--- src/rtl/core/char_lcd_nibble_interface_unit_defines.svh ---
// ----------------------------------------------------------------------------
// Assertion macros for the character LCD nibble interface unit
// Concurrent checks on clk, disabled while rst_n is low.
// ----------------------------------------------------------------------------
`ifndef CHAR_LCD_NIBBLE_INTERFACE_UNIT_DEFINES_SVH
`define CHAR_LCD_NIBBLE_INTERFACE_UNIT_DEFINES_SVH

`ifndef ASSERT_OFF
// Check that a condition holds at every rising clock edge
`define CLNU_ASSERT_ALWAYS(label, cond, msg) \
    label: assert property (@(posedge clk) disable iff (!rst_n) (cond)) else $error(msg);
// Check that a condition in one cycle implies another in the next
`define CLNU_ASSERT_NEXT(label, pre, post, msg) \
    label: assert property (@(posedge clk) disable iff (!rst_n) (pre) |=> (post)) else $error(msg);
`else
`define CLNU_ASSERT_ALWAYS(label, cond, msg)
`define CLNU_ASSERT_NEXT(label, pre, post, msg)
`endif

`endif

--- src/rtl/core/clnu_pkg.sv ---
// ----------------------------------------------------------------------------
// clnu_pkg
// Types, codes and sequencing functions of the character LCD nibble unit.
// ----------------------------------------------------------------------------
package clnu_pkg;

    // Request actions
    typedef enum logic [2:0] {
        ACT_TICK    = 3'd0,
        ACT_CHAR    = 3'd1,
        ACT_COMMAND = 3'd2,
        ACT_CURSOR  = 3'd3,
        ACT_CLEAR   = 3'd4,
        ACT_INIT    = 3'd5
    } lcd_action_t;

    // Configuration register indexes
    localparam logic [2:0] REG_STROBE     = 3'd0;
    localparam logic [2:0] REG_BYTE_GAP   = 3'd1;
    localparam logic [2:0] REG_CLEAR_WAIT = 3'd2;
    localparam logic [2:0] REG_POWER_UP   = 3'd3;
    localparam logic [2:0] REG_FUNC_SET   = 3'd4;
    localparam logic [2:0] REG_INIT_STEP  = 3'd5;

    // Byte transfer phases
    typedef enum logic [3:0] {
        PH_IDLE   = 4'd0,
        PH_POWER  = 4'd1,
        PH_LOW    = 4'd2,
        PH_HSET   = 4'd3,
        PH_HPULSE = 4'd4,
        PH_HHOLD  = 4'd5,
        PH_LSET   = 4'd6,
        PH_LPULSE = 4'd7,
        PH_GAP    = 4'd8,
        PH_EXTRA  = 4'd9,
        PH_DONE   = 4'd10
    } lcd_phase_t;

    // Display command bytes
    localparam logic [7:0] CMD_LINE0_BASE = 8'h80;
    localparam logic [7:0] CMD_LINE1_BASE = 8'hC0;
    localparam logic [7:0] CMD_FUNC_8BIT  = 8'h30;
    localparam logic [7:0] CMD_FUNC_4BIT  = 8'h28;
    localparam logic [7:0] CMD_DISPLAY_ON = 8'h0C;
    localparam logic [7:0] CMD_CLEAR      = 8'h01;
    localparam logic [7:0] CMD_ENTRY_MODE = 8'h06;

    // Pin vector layout: {enable, select, D7..D4}
    localparam logic [5:0] PIN_RS = 6'h10;
    localparam logic [5:0] PIN_E  = 6'h20;

    typedef struct packed {
        logic [7:0]  strobe_ticks;
        logic [15:0] byte_gap_ticks;
        logic [15:0] clear_wait_ticks;
        logic [15:0] power_up_wait_ticks;
        logic [15:0] function_set_wait_ticks;
        logic [15:0] init_step_wait_ticks;
    } lcd_cfg_t;

    typedef struct packed {
        lcd_phase_t  phase;
        logic [15:0] wait_count;
        logic [7:0]  held_byte;
        logic        held_select;
        logic [2:0]  script_step;
        logic [15:0] extra_wait;
        logic [5:0]  pin_levels;
    } lcd_state_t;

    typedef struct packed {
        logic [2:0] action;
        logic [7:0] data_byte;
        logic [5:0] column;
        logic       row;
    } lcd_req_t;

    typedef struct packed {
        logic [3:0] data_pins;
        logic       reg_select;
        logic       enable;
        logic       busy_res;
        logic       refused;
    } lcd_res_t;

    // Load one byte of the power-up script with its own extra wait
    function automatic lcd_state_t load_script(lcd_state_t s, logic [2:0] idx, lcd_cfg_t c);
        lcd_state_t r;
        r = s;
        r.held_select = 1'b0;
        case (idx)
            3'd0, 3'd1, 3'd2:
            begin
                r.held_byte  = CMD_FUNC_8BIT;
                r.extra_wait = c.function_set_wait_ticks;
            end
            3'd3:
            begin
                r.held_byte  = CMD_FUNC_4BIT;
                r.extra_wait = c.init_step_wait_ticks;
            end
            3'd4:
            begin
                r.held_byte  = CMD_DISPLAY_ON;
                r.extra_wait = c.init_step_wait_ticks;
            end
            3'd5:
            begin
                r.held_byte  = CMD_CLEAR;
                r.extra_wait = c.clear_wait_ticks;
            end
            default:
            begin
                r.held_byte  = CMD_ENTRY_MODE;
                r.extra_wait = c.init_step_wait_ticks;
            end
        endcase
        return r;
    endfunction

    // Enter a phase, skipping empty waits and chaining script bytes
    function automatic lcd_state_t enter_phase(lcd_state_t s, lcd_phase_t p, lcd_cfg_t c);
        lcd_state_t r;
        lcd_phase_t q;
        logic [7:0] st;
        logic [5:0] rs;
        logic [5:0] up;
        logic [5:0] lo;
        r = s;
        q = p;
        if (q == PH_POWER && c.power_up_wait_ticks == 16'd0)
            q = PH_LOW;
        if (q == PH_GAP && c.byte_gap_ticks == 16'd0)
            q = PH_EXTRA;
        if (q == PH_EXTRA && r.extra_wait == 16'd0)
            q = PH_DONE;
        // Chain to the next script byte once one finishes
        if (q == PH_DONE && r.script_step >= 3'd1 && r.script_step <= 3'd6)
        begin
            r = load_script(r, r.script_step, c);
            r.script_step = r.script_step + 3'd1;
            q = PH_LOW;
        end
        st = (c.strobe_ticks == 8'd0) ? 8'd1 : c.strobe_ticks;
        rs = r.held_select ? PIN_RS : 6'h00;
        up = {2'b00, r.held_byte[7:4]};
        lo = {2'b00, r.held_byte[3:0]};
        r.phase = q;
        case (q)
            PH_POWER:
                r.wait_count = c.power_up_wait_ticks;
            PH_LOW:
            begin
                r.wait_count = 16'd1;
                r.pin_levels = 6'h00;
            end
            PH_HSET, PH_HHOLD:
            begin
                r.wait_count = {8'd0, st};
                r.pin_levels = up | rs;
            end
            PH_HPULSE:
            begin
                r.wait_count = {8'd0, st};
                r.pin_levels = up | rs | PIN_E;
            end
            PH_LSET:
            begin
                r.wait_count = {8'd0, st};
                r.pin_levels = lo | rs;
            end
            PH_LPULSE:
            begin
                r.wait_count = {8'd0, st};
                r.pin_levels = lo | rs | PIN_E;
            end
            PH_GAP:
            begin
                r.wait_count = c.byte_gap_ticks;
                r.pin_levels = lo | rs;
            end
            PH_EXTRA:
            begin
                r.wait_count = r.extra_wait;
                r.pin_levels = lo | rs;
            end
            default:
            begin
                r.phase       = PH_IDLE;
                r.script_step = 3'd0;
                r.wait_count  = 16'd0;
                r.pin_levels  = r.pin_levels & ~PIN_E;
            end
        endcase
        return r;
    endfunction

endpackage

--- src/rtl/core/clnu_channels.sv ---
// ----------------------------------------------------------------------------
// clnu channels
// Valid/ready request and result channels of the character LCD nibble unit.
// ----------------------------------------------------------------------------
interface clnu_req_if;
    logic       valid;
    logic       ready;
    logic [2:0] action;
    logic [7:0] data_byte;
    logic [5:0] column;
    logic       row;

    modport source (output valid, output action, output data_byte, output column,
                    output row, input ready);
    modport sink (input valid, input action, input data_byte, input column,
                  input row, output ready);
endinterface

interface clnu_res_if;
    logic       valid;
    logic       ready;
    logic [3:0] data_pins;
    logic       reg_select;
    logic       enable;
    logic       busy_res;
    logic       refused;

    modport source (output valid, output data_pins, output reg_select, output enable,
                    output busy_res, output refused, input ready);
    modport sink (input valid, input data_pins, input reg_select, input enable,
                  input busy_res, input refused, output ready);
endinterface

--- src/rtl/core/char_lcd_nibble_interface_unit.sv ---
// ----------------------------------------------------------------------------
// char_lcd_nibble_interface_unit
// Character LCD controller for a 4-bit bus, stepped by microsecond ticks.
// ----------------------------------------------------------------------------
// Usage:
//   req carries one item per microsecond: a plain tick, or a request to write
//   a character, write a command, move the cursor, clear, or run the power-up
//   script. Each accepted item yields exactly one result on res with the pin
//   levels for that tick, the busy flag, and a refused flag for a request that
//   arrived while a transfer was still running (it is dropped).
//   res.valid rises in the cycle after acceptance; one item is taken in every
//   cycle unless res stalls, via the single-step sequencer feeding the result
//   register. req.ready stays high while the result register is empty or is
//   being taken, so a stalled receiver holds the result and stops intake.
//   The APB port writes the six timing registers at byte addresses 4*i; the user
//   must write them only while the block is idle (not enforced by the block);
//   reads return the stored values. Reset puts the sequencer idle with all pins
//   low and the timing registers at their defaults; no result is pending after reset.
// ----------------------------------------------------------------------------
`include "char_lcd_nibble_interface_unit_defines.svh"

module char_lcd_nibble_interface_unit
    import clnu_pkg::*;
(
    input  logic        clk,
    input  logic        rst_n,
    input  logic        psel,
    input  logic        penable,
    input  logic        pwrite,
    input  logic [4:0]  paddr,
    input  logic [31:0] pwdata,
    output logic [31:0] prdata,
    output logic        pready,
    clnu_req_if.sink    req,
    clnu_res_if.source  res
);

    lcd_cfg_t   cfg_reg;
    lcd_cfg_t   cfg_next;
    lcd_req_t   step_req;
    lcd_res_t   step_res;
    lcd_res_t   res_data_reg;
    logic       res_valid_reg;
    logic       res_valid_next;
    logic       accept;
    logic       cfg_write;
    logic [2:0] reg_index;

    assign pready    = 1'b1;
    assign reg_index = paddr[4:2];
    assign cfg_write = psel && penable && pwrite;

    // Decode register writes
    always_comb
    begin
        cfg_next = cfg_reg;
        if (cfg_write)
        begin
            case (reg_index)
                REG_STROBE:     cfg_next.strobe_ticks            = pwdata[7:0];
                REG_BYTE_GAP:   cfg_next.byte_gap_ticks          = pwdata[15:0];
                REG_CLEAR_WAIT: cfg_next.clear_wait_ticks        = pwdata[15:0];
                REG_POWER_UP:   cfg_next.power_up_wait_ticks     = pwdata[15:0];
                REG_FUNC_SET:   cfg_next.function_set_wait_ticks = pwdata[15:0];
                REG_INIT_STEP:  cfg_next.init_step_wait_ticks    = pwdata[15:0];
                default:        cfg_next = cfg_reg;
            endcase
        end
    end

    // Return register values on reads
    always_comb
    begin
        case (reg_index)
            REG_STROBE:     prdata = {24'd0, cfg_reg.strobe_ticks};
            REG_BYTE_GAP:   prdata = {16'd0, cfg_reg.byte_gap_ticks};
            REG_CLEAR_WAIT: prdata = {16'd0, cfg_reg.clear_wait_ticks};
            REG_POWER_UP:   prdata = {16'd0, cfg_reg.power_up_wait_ticks};
            REG_FUNC_SET:   prdata = {16'd0, cfg_reg.function_set_wait_ticks};
            REG_INIT_STEP:  prdata = {16'd0, cfg_reg.init_step_wait_ticks};
            default:        prdata = 32'd0;
        endcase
    end

    always_ff @(posedge clk or negedge rst_n)
    begin
        if (!rst_n)
        begin
            cfg_reg <= '{strobe_ticks: 8'd1, byte_gap_ticks: 16'd1000,
                         clear_wait_ticks: 16'd5000, power_up_wait_ticks: 16'd15000,
                         function_set_wait_ticks: 16'd10000,
                         init_step_wait_ticks: 16'd1000};
        end
        else
        begin
            cfg_reg <= cfg_next;
        end
    end

    // Accept a request while the result slot is free or draining
    assign req.ready = !res_valid_reg || res.ready;
    assign accept    = req.valid && req.ready;

    assign step_req.action    = req.action;
    assign step_req.data_byte = req.data_byte;
    assign step_req.column    = req.column;
    assign step_req.row       = req.row;

    clnu_engine u_engine (
        .clk     (clk),
        .rst_n   (rst_n),
        .step_en (accept),
        .req     (step_req),
        .cfg     (cfg_reg),
        .res     (step_res)
    );

    // Hold the result until the receiver takes it
    always_comb
    begin
        res_valid_next = res_valid_reg;
        if (accept)
            res_valid_next = 1'b1;
        else if (res.ready)
            res_valid_next = 1'b0;
    end

    always_ff @(posedge clk or negedge rst_n)
    begin
        if (!rst_n)
            res_valid_reg <= 1'b0;
        else
            res_valid_reg <= res_valid_next;
    end

    always_ff @(posedge clk)
    begin
        if (accept)
            res_data_reg <= step_res;
    end

    assign res.valid      = res_valid_reg;
    assign res.data_pins  = res_data_reg.data_pins;
    assign res.reg_select = res_data_reg.reg_select;
    assign res.enable     = res_data_reg.enable;
    assign res.busy_res   = res_data_reg.busy_res;
    assign res.refused    = res_data_reg.refused;

    // Checks
    `CLNU_ASSERT_NEXT(a_accept_fills, accept, res_valid_reg, "accepted request left no result")
    `CLNU_ASSERT_ALWAYS(a_refused_busy, !res_valid_reg || !res_data_reg.refused || res_data_reg.busy_res, "refused while idle")
    `CLNU_ASSERT_ALWAYS(a_enable_busy, !res_valid_reg || !res_data_reg.enable || res_data_reg.busy_res, "enable high while idle")

endmodule

--- src/rtl/core/clnu_engine.sv ---
// ----------------------------------------------------------------------------
// clnu_engine
// Transfer sequencer: takes one request or tick per step and advances time.
// ----------------------------------------------------------------------------
module clnu_engine
    import clnu_pkg::*;
(
    input  logic     clk,
    input  logic     rst_n,
    input  logic     step_en,
    input  lcd_req_t req,
    input  lcd_cfg_t cfg,
    output lcd_res_t res
);

    lcd_state_t state_reg;
    lcd_state_t state_next;
    lcd_state_t s_req;
    lcd_state_t s_adv;
    logic       refused;
    logic       busy;
    logic [7:0] cursor_addr;
    logic [15:0] wait_dec;

    assign cursor_addr = (req.row ? CMD_LINE1_BASE : CMD_LINE0_BASE) + {2'b00, req.column};

    // Start a request when idle, flag it when busy
    always_comb
    begin
        s_req   = state_reg;
        refused = 1'b0;
        if (req.action >= ACT_CHAR && req.action <= ACT_INIT)
        begin
            if (state_reg.phase != PH_IDLE)
            begin
                refused = 1'b1;
            end
            else
            begin
                s_req.script_step = 3'd0;
                s_req.held_select = 1'b0;
                s_req.extra_wait  = 16'd0;
                case (lcd_action_t'(req.action))
                    ACT_CHAR:
                    begin
                        s_req.held_byte   = req.data_byte;
                        s_req.held_select = 1'b1;
                        s_req = enter_phase(s_req, PH_LOW, cfg);
                    end
                    ACT_COMMAND:
                    begin
                        s_req.held_byte = req.data_byte;
                        s_req = enter_phase(s_req, PH_LOW, cfg);
                    end
                    ACT_CURSOR:
                    begin
                        s_req.held_byte = cursor_addr;
                        s_req = enter_phase(s_req, PH_LOW, cfg);
                    end
                    ACT_CLEAR:
                    begin
                        s_req.held_byte  = CMD_CLEAR;
                        s_req.extra_wait = cfg.clear_wait_ticks;
                        s_req = enter_phase(s_req, PH_LOW, cfg);
                    end
                    default:
                    begin
                        s_req.script_step = 3'd1;
                        s_req = load_script(s_req, 3'd0, cfg);
                        s_req = enter_phase(s_req, PH_POWER, cfg);
                    end
                endcase
            end
        end
    end

    assign busy     = (s_req.phase != PH_IDLE);
    assign wait_dec = (s_req.wait_count != 16'd0) ? s_req.wait_count - 16'd1 : 16'd0;

    // Advance the running phase by one tick
    always_comb
    begin
        s_adv = s_req;
        if (busy)
        begin
            s_adv.wait_count = wait_dec;
            if (wait_dec == 16'd0)
                s_adv = enter_phase(s_req, lcd_phase_t'(s_req.phase + 4'd1), cfg);
        end
    end

    // Drive the levels of this tick
    always_comb
    begin
        res.data_pins  = s_req.pin_levels[3:0];
        res.reg_select = s_req.pin_levels[4];
        res.enable     = s_req.pin_levels[5];
        res.busy_res   = busy;
        res.refused    = refused;
    end

    assign state_next = step_en ? s_adv : state_reg;

    // Hold the sequencer state
    always_ff @(posedge clk or negedge rst_n)
    begin
        if (!rst_n)
        begin
            state_reg <= '{phase: PH_IDLE, wait_count: 16'd0, held_byte: 8'd0,
                           held_select: 1'b0, script_step: 3'd0, extra_wait: 16'd0,
                           pin_levels: 6'd0};
        end
        else
        begin
            state_reg <= state_next;
        end
    end

endmodule

--- src/flat_wrapper.sv ---
// flat-port wrapper written by rule: the top's interface ports become plain ports
module char_lcd_nibble_interface_unit_flat import clnu_pkg::*;
  (clk, rst_n, psel, penable, pwrite, paddr, pwdata, prdata, pready, req_valid, req_action, req_data_byte, req_column, req_row, req_ready, res_valid, res_data_pins, res_reg_select, res_enable, res_busy_res, res_refused, res_ready);
  clnu_req_if req_i ();
  clnu_res_if res_i ();
  input  logic clk;
  input  logic rst_n;
  input  logic psel;
  input  logic penable;
  input  logic pwrite;
  input  logic [4:0] paddr;
  input  logic [31:0] pwdata;
  output logic [31:0] prdata;
  output logic pready;
  input wire logic [$bits(req_i.valid)-1:0] req_valid;
  input wire logic [$bits(req_i.action)-1:0] req_action;
  input wire logic [$bits(req_i.data_byte)-1:0] req_data_byte;
  input wire logic [$bits(req_i.column)-1:0] req_column;
  input wire logic [$bits(req_i.row)-1:0] req_row;
  output wire logic [$bits(req_i.ready)-1:0] req_ready;
  output wire logic [$bits(res_i.valid)-1:0] res_valid;
  output wire logic [$bits(res_i.data_pins)-1:0] res_data_pins;
  output wire logic [$bits(res_i.reg_select)-1:0] res_reg_select;
  output wire logic [$bits(res_i.enable)-1:0] res_enable;
  output wire logic [$bits(res_i.busy_res)-1:0] res_busy_res;
  output wire logic [$bits(res_i.refused)-1:0] res_refused;
  input wire logic [$bits(res_i.ready)-1:0] res_ready;
  assign req_i.valid = req_valid;
  assign req_i.action = req_action;
  assign req_i.data_byte = req_data_byte;
  assign req_i.column = req_column;
  assign req_i.row = req_row;
  assign req_ready = req_i.ready;
  assign res_valid = res_i.valid;
  assign res_data_pins = res_i.data_pins;
  assign res_reg_select = res_i.reg_select;
  assign res_enable = res_i.enable;
  assign res_busy_res = res_i.busy_res;
  assign res_refused = res_i.refused;
  assign res_i.ready = res_ready;
  char_lcd_nibble_interface_unit u_core (.clk(clk), .rst_n(rst_n), .psel(psel), .penable(penable), .pwrite(pwrite), .paddr(paddr), .pwdata(pwdata), .prdata(prdata), .pready(pready), .req(req_i), .res(res_i));
endmodule
--- config.mk ---
export PLATFORM = sky130hd
export DESIGN_NAME = char_lcd_nibble_interface_unit_flat
export DESIGN_NICKNAME = d
export VERILOG_FILES = /design/src/rtl/core/clnu_pkg.sv /design/src/rtl/core/clnu_channels.sv /design/src/rtl/core/char_lcd_nibble_interface_unit.sv /design/src/rtl/core/clnu_engine.sv /design/src/flat_wrapper.sv
export VERILOG_INCLUDE_DIRS = /design/src /design/src/rtl/core
export SDC_FILE = /design/constraint.sdc
export NUM_CORES = 1
export LEC_CHECK = 0
export BUFFER_PORTS_ARGS = -buffer_cell sky130_fd_sc_hd__clkbuf_2
export CAP_MARGIN = 15
export CORE_ASPECT_RATIO = 1.5
export CORE_MARGIN = 2
export CORE_UTILIZATION = 30
export CTS_BUF_LIST = sky130_fd_sc_hd__clkbuf_4
export DETAILED_ROUTE_END_ITERATION = 16
export RECOVER_POWER = 100
export SKIP_LAST_GASP = 1
export SYNTH_ARGS = -nofsm -noshare
export SYNTH_HDL_FRONTEND = slang
export SYNTH_SLANG_ARGS = --single-unit
--- constraint.sdc ---
create_clock -name clk -period 4.23 [get_ports clk]
set_input_delay 0.423 -clock clk [delete_from_list [all_inputs] [get_ports clk]]
set_output_delay 0.423 -clock clk [all_outputs]
set_load 0.1 [all_outputs]
==> qor.yml <==
outcome:
  status: "finished, violations left"
  violations: "max-capacitance violations, max-slew violations"
drt:
  drtAntennaViolNets: 0
  via_per_inst: 5.77
  finalWirelength_um: 37700
  drc: 0
  vias: 9538
  avgRoutedWirePerCell_um: 22.8
  firstDrtPassIters: 5
  dr.first_iter.drc_count: 764
clock_network:
  clock_latency_ns: 0.66
  cts.sinks: 151
  clk_pin_slew_ns: 0.15
  cts_buffers: 17
  cts.path.max_buffers: 2
  htreeDepth: 4
  root_buffer: "clkbuf_4"
  cts_tree: "done"
power_and_ir_drop:
  leakage_nw: 5.18
  total_power_mw: 6.11
  power.density_mw_per_mm2: 496
  ir_drop_v: 0.000290
synthesis:
  syn_area_per_cell_um2: 9.71
  synth_area_mm2: 0.0104
  ys_ff_latch: 151
  synth_cell_types: 84
  synth_flop_cell: "dfrtp_1"
  ys_seq_area_frac: 0.372
  syn-instance-count: 1068
  ys.warnings.count: 0
  synth-edff-count: 8
  async_reset_ff_frac: 0.947
global_routing:
  use_met1: 0.233
  grt_pass1_vias: 9747
  grt_max_degree: 95
  grt_pass1_wl_um: 58200
  grtUsageMet3: 0.0351
  grt_busiest_layer: "met2"
  track_usage: 0.212
  antenna_found_initial: 2
  grt_overflow_total: 0
  use_met2: 0.385
worst_setup_path:
  cp_slowest_cell: "nor4_1"
  cp-end-kind: "flip-flop"
  cp.arrival_ns: 4.69
  crit_fanout: 24
  startpoint_type: "flip-flop"
  critPathMaxStageDelay_ns: 0.60
  criticalPathCategory: "reg -> reg"
  cp.required_ns: 4.81
  crit_chain: "or4_4, buf_4, o31ai_1, o21a_1, nand2_1, nor4_1, a21oi_1, buf_4, o21ai_2, o22ai_4, or4_1, o22ai_1"
  cp_common_cell: "buf_4"
sta:
  fin_crit_ns: 4.11
  setup_viol: 0
  finClkSkew_ns: 0.0320
  tightest_slew_ns: 2.51
  slew_headroom: -0.675
  finalCritPeriodShare: 0.972
  fmax_ghz: 0.243
  maxSlewViolCount: 118
  finalHoldViolations: 0
  fin_hold_ws_ns: 0.0693
  rsz0062_at_grt: "true"
finish:
  fillers: 3517
  drive_above_1_share: 0.357
  finalNonFillerCells: 1654
  final_cell_mix: "buf_4, mux2_2, dfrtp_1"
  area_growth_pct: 18.6
  num-nets-final: 1284
  layout_commonest_cell: "buf_4"
  largest_register_ffs: 88
floorplan:
  pin_count: 105
  die-width_um: 156
  die_area_mm2: 0.0361
  row_count: 83
  initial_utilization: 0.304
  die-height_um: 232
  coreArea_mm2: 0.0342
place:
  dp_hpwl_um: 28300
  dpl.cell_count: 1614
  gp_congestion: 0.968
  portBuffers: 69
job:
  maxCapViolCount: 3
min_path:
  hold_path_class: "in -> reg"
routing by layer:
metal  routed length, um  part of all wire  vias up
met2               19500              0.52      368
met5                   0                 0        -
met3                1790             0.048      116
met1               14100              0.38     4703
met4                2250             0.060        0
li1                    -                 -     4351
path summary, 6_finish.rpt:
path                                          startpoint                       endpoint  slack (ns)  depth (start not counted)
setup / recovery           u_core.u_engine.state_reg[51]   u_core.u_engine.state_reg[2]        0.12                         12
hold / removal                                 pwdata[9]             u_core.cfg_reg[73]        0.07                          2
setup reg to reg           u_core.u_engine.state_reg[51]   u_core.u_engine.state_reg[2]        0.12                         12
hold reg to reg            u_core.u_engine.state_reg[26]  u_core.u_engine.state_reg[26]        0.51                          2
max in group asynchronous                          rst_n             u_core.cfg_reg[13]        0.74                          3
min in group asynchronous                          rst_n               u_core.res.valid        1.05                          2
stage by stage:
| stage | util | setup WS (ns) | instance area, um^2 | setup TNS, ns |
|---|---|---|---|---|
| 2_1_floorplan | - | 0.00584 | 10500 | 0 |
| 3_3_place_gp | 0.349 | -0.0632 | 11900 | -0.182 |
| 3_5_place_dp | 0.349 | -0.0918 | 11900 | -0.286 |
| 4_1_cts | 0.358 | 0.000466 | 12200 | 0 |
| 5_1_grt | 0.360 | -0.101 | 12300 | -1.37 |
| 6_report | 0.360 | 0.118 | 12300 | 0 |
final cells by class:
| cell class | instances | area [um^2] | share of cell area |
|---|---|---|---|
| multi-input cells | 818 | 6130 | 0.499 |
| flip-flops and latches | 151 | 3860 | 0.313 |
| repair buffers | 209 | 1450 | 0.118 |
| well taps | 425 | 532 | 0.0432 |
| clock inverters | 15 | 131 | 0.0107 |
| clock buffers | 17 | 128 | 0.0104 |
| inverters | 17 | 63.8 | 0.00519 |
| diodes | 2 | 5.00 | 0.000407 |
cell usage after synthesis (7+ instances only):
cell	count	area (um^2)
mux2_2	116	1310
dfrtp_1	113	2830
nor2_1	74	278
nand2_1	64	240
mux2i_1	61	611
clkbuf_1	58	218
o21ai_0	57	285
a21oi_1	43	215
o22ai_1	38	238
a22oi_1	32	240
dfstp_2	30	788
o31ai_1	26	195
nor3_1	21	105
buf_4	18	135
inv_1	17	63.8
nor4_1	17	106
nand2b_1	16	100
o21a_1	16	120
a222oi_1	15	150
nand3_1	14	70.1
a31oi_1	11	68.8
a22o_1	10	87.6
nand4_1	9	56.3
nor2b_1	9	56.3
buf_6	8	90.1
edfxtp_1	8	240
ha_1	8	100
o211ai_1	8	60.1
o31ai_2	8	100
a21boi_0	7	52.6
buf_1	7	26.3
or2_2	7	43.8
worst max-delay path: cells and delay by family (launching register included):
family,cells,cell delay (ns)
and+or+nand+nor,4,1.87
AOI/OAI and AO/OA,6,1.22
buffers and inverters,2,0.48
DFF,1,0.45
where the power goes:
part | total [mW] | switching, mW | internal (mW)
registers | 2.15 | 0.328 | 1.82
clock network | 0.918 | 0.660 | 0.258
logic | 3.04 | 1.84 | 1.20
timing repair:
action / CTS / global route
setup buffers: 0 / 4
pin swaps: 2 / 10
hold buffers: 2 / 0
endpoints found under the setup margin: 12 / 47
endpoints found under the hold margin: 68 / 0
gates resized for setup: 4 / 20
logic make-up (layout without fill, tap and decap cells):
family,count (synthesis),in the layout,synth area share
buf+inv,114,258,0.0543
other cells,2,19,0.000724
compound gates,333,333,0.228
mux,181,181,0.193
flops,151,151,0.372
xor+xnor,10,10,0.00917
fa+ha+maj,8,8,0.00965
simple gates,269,269,0.133
No activity file was read; power rests on OpenSTA's default activity.
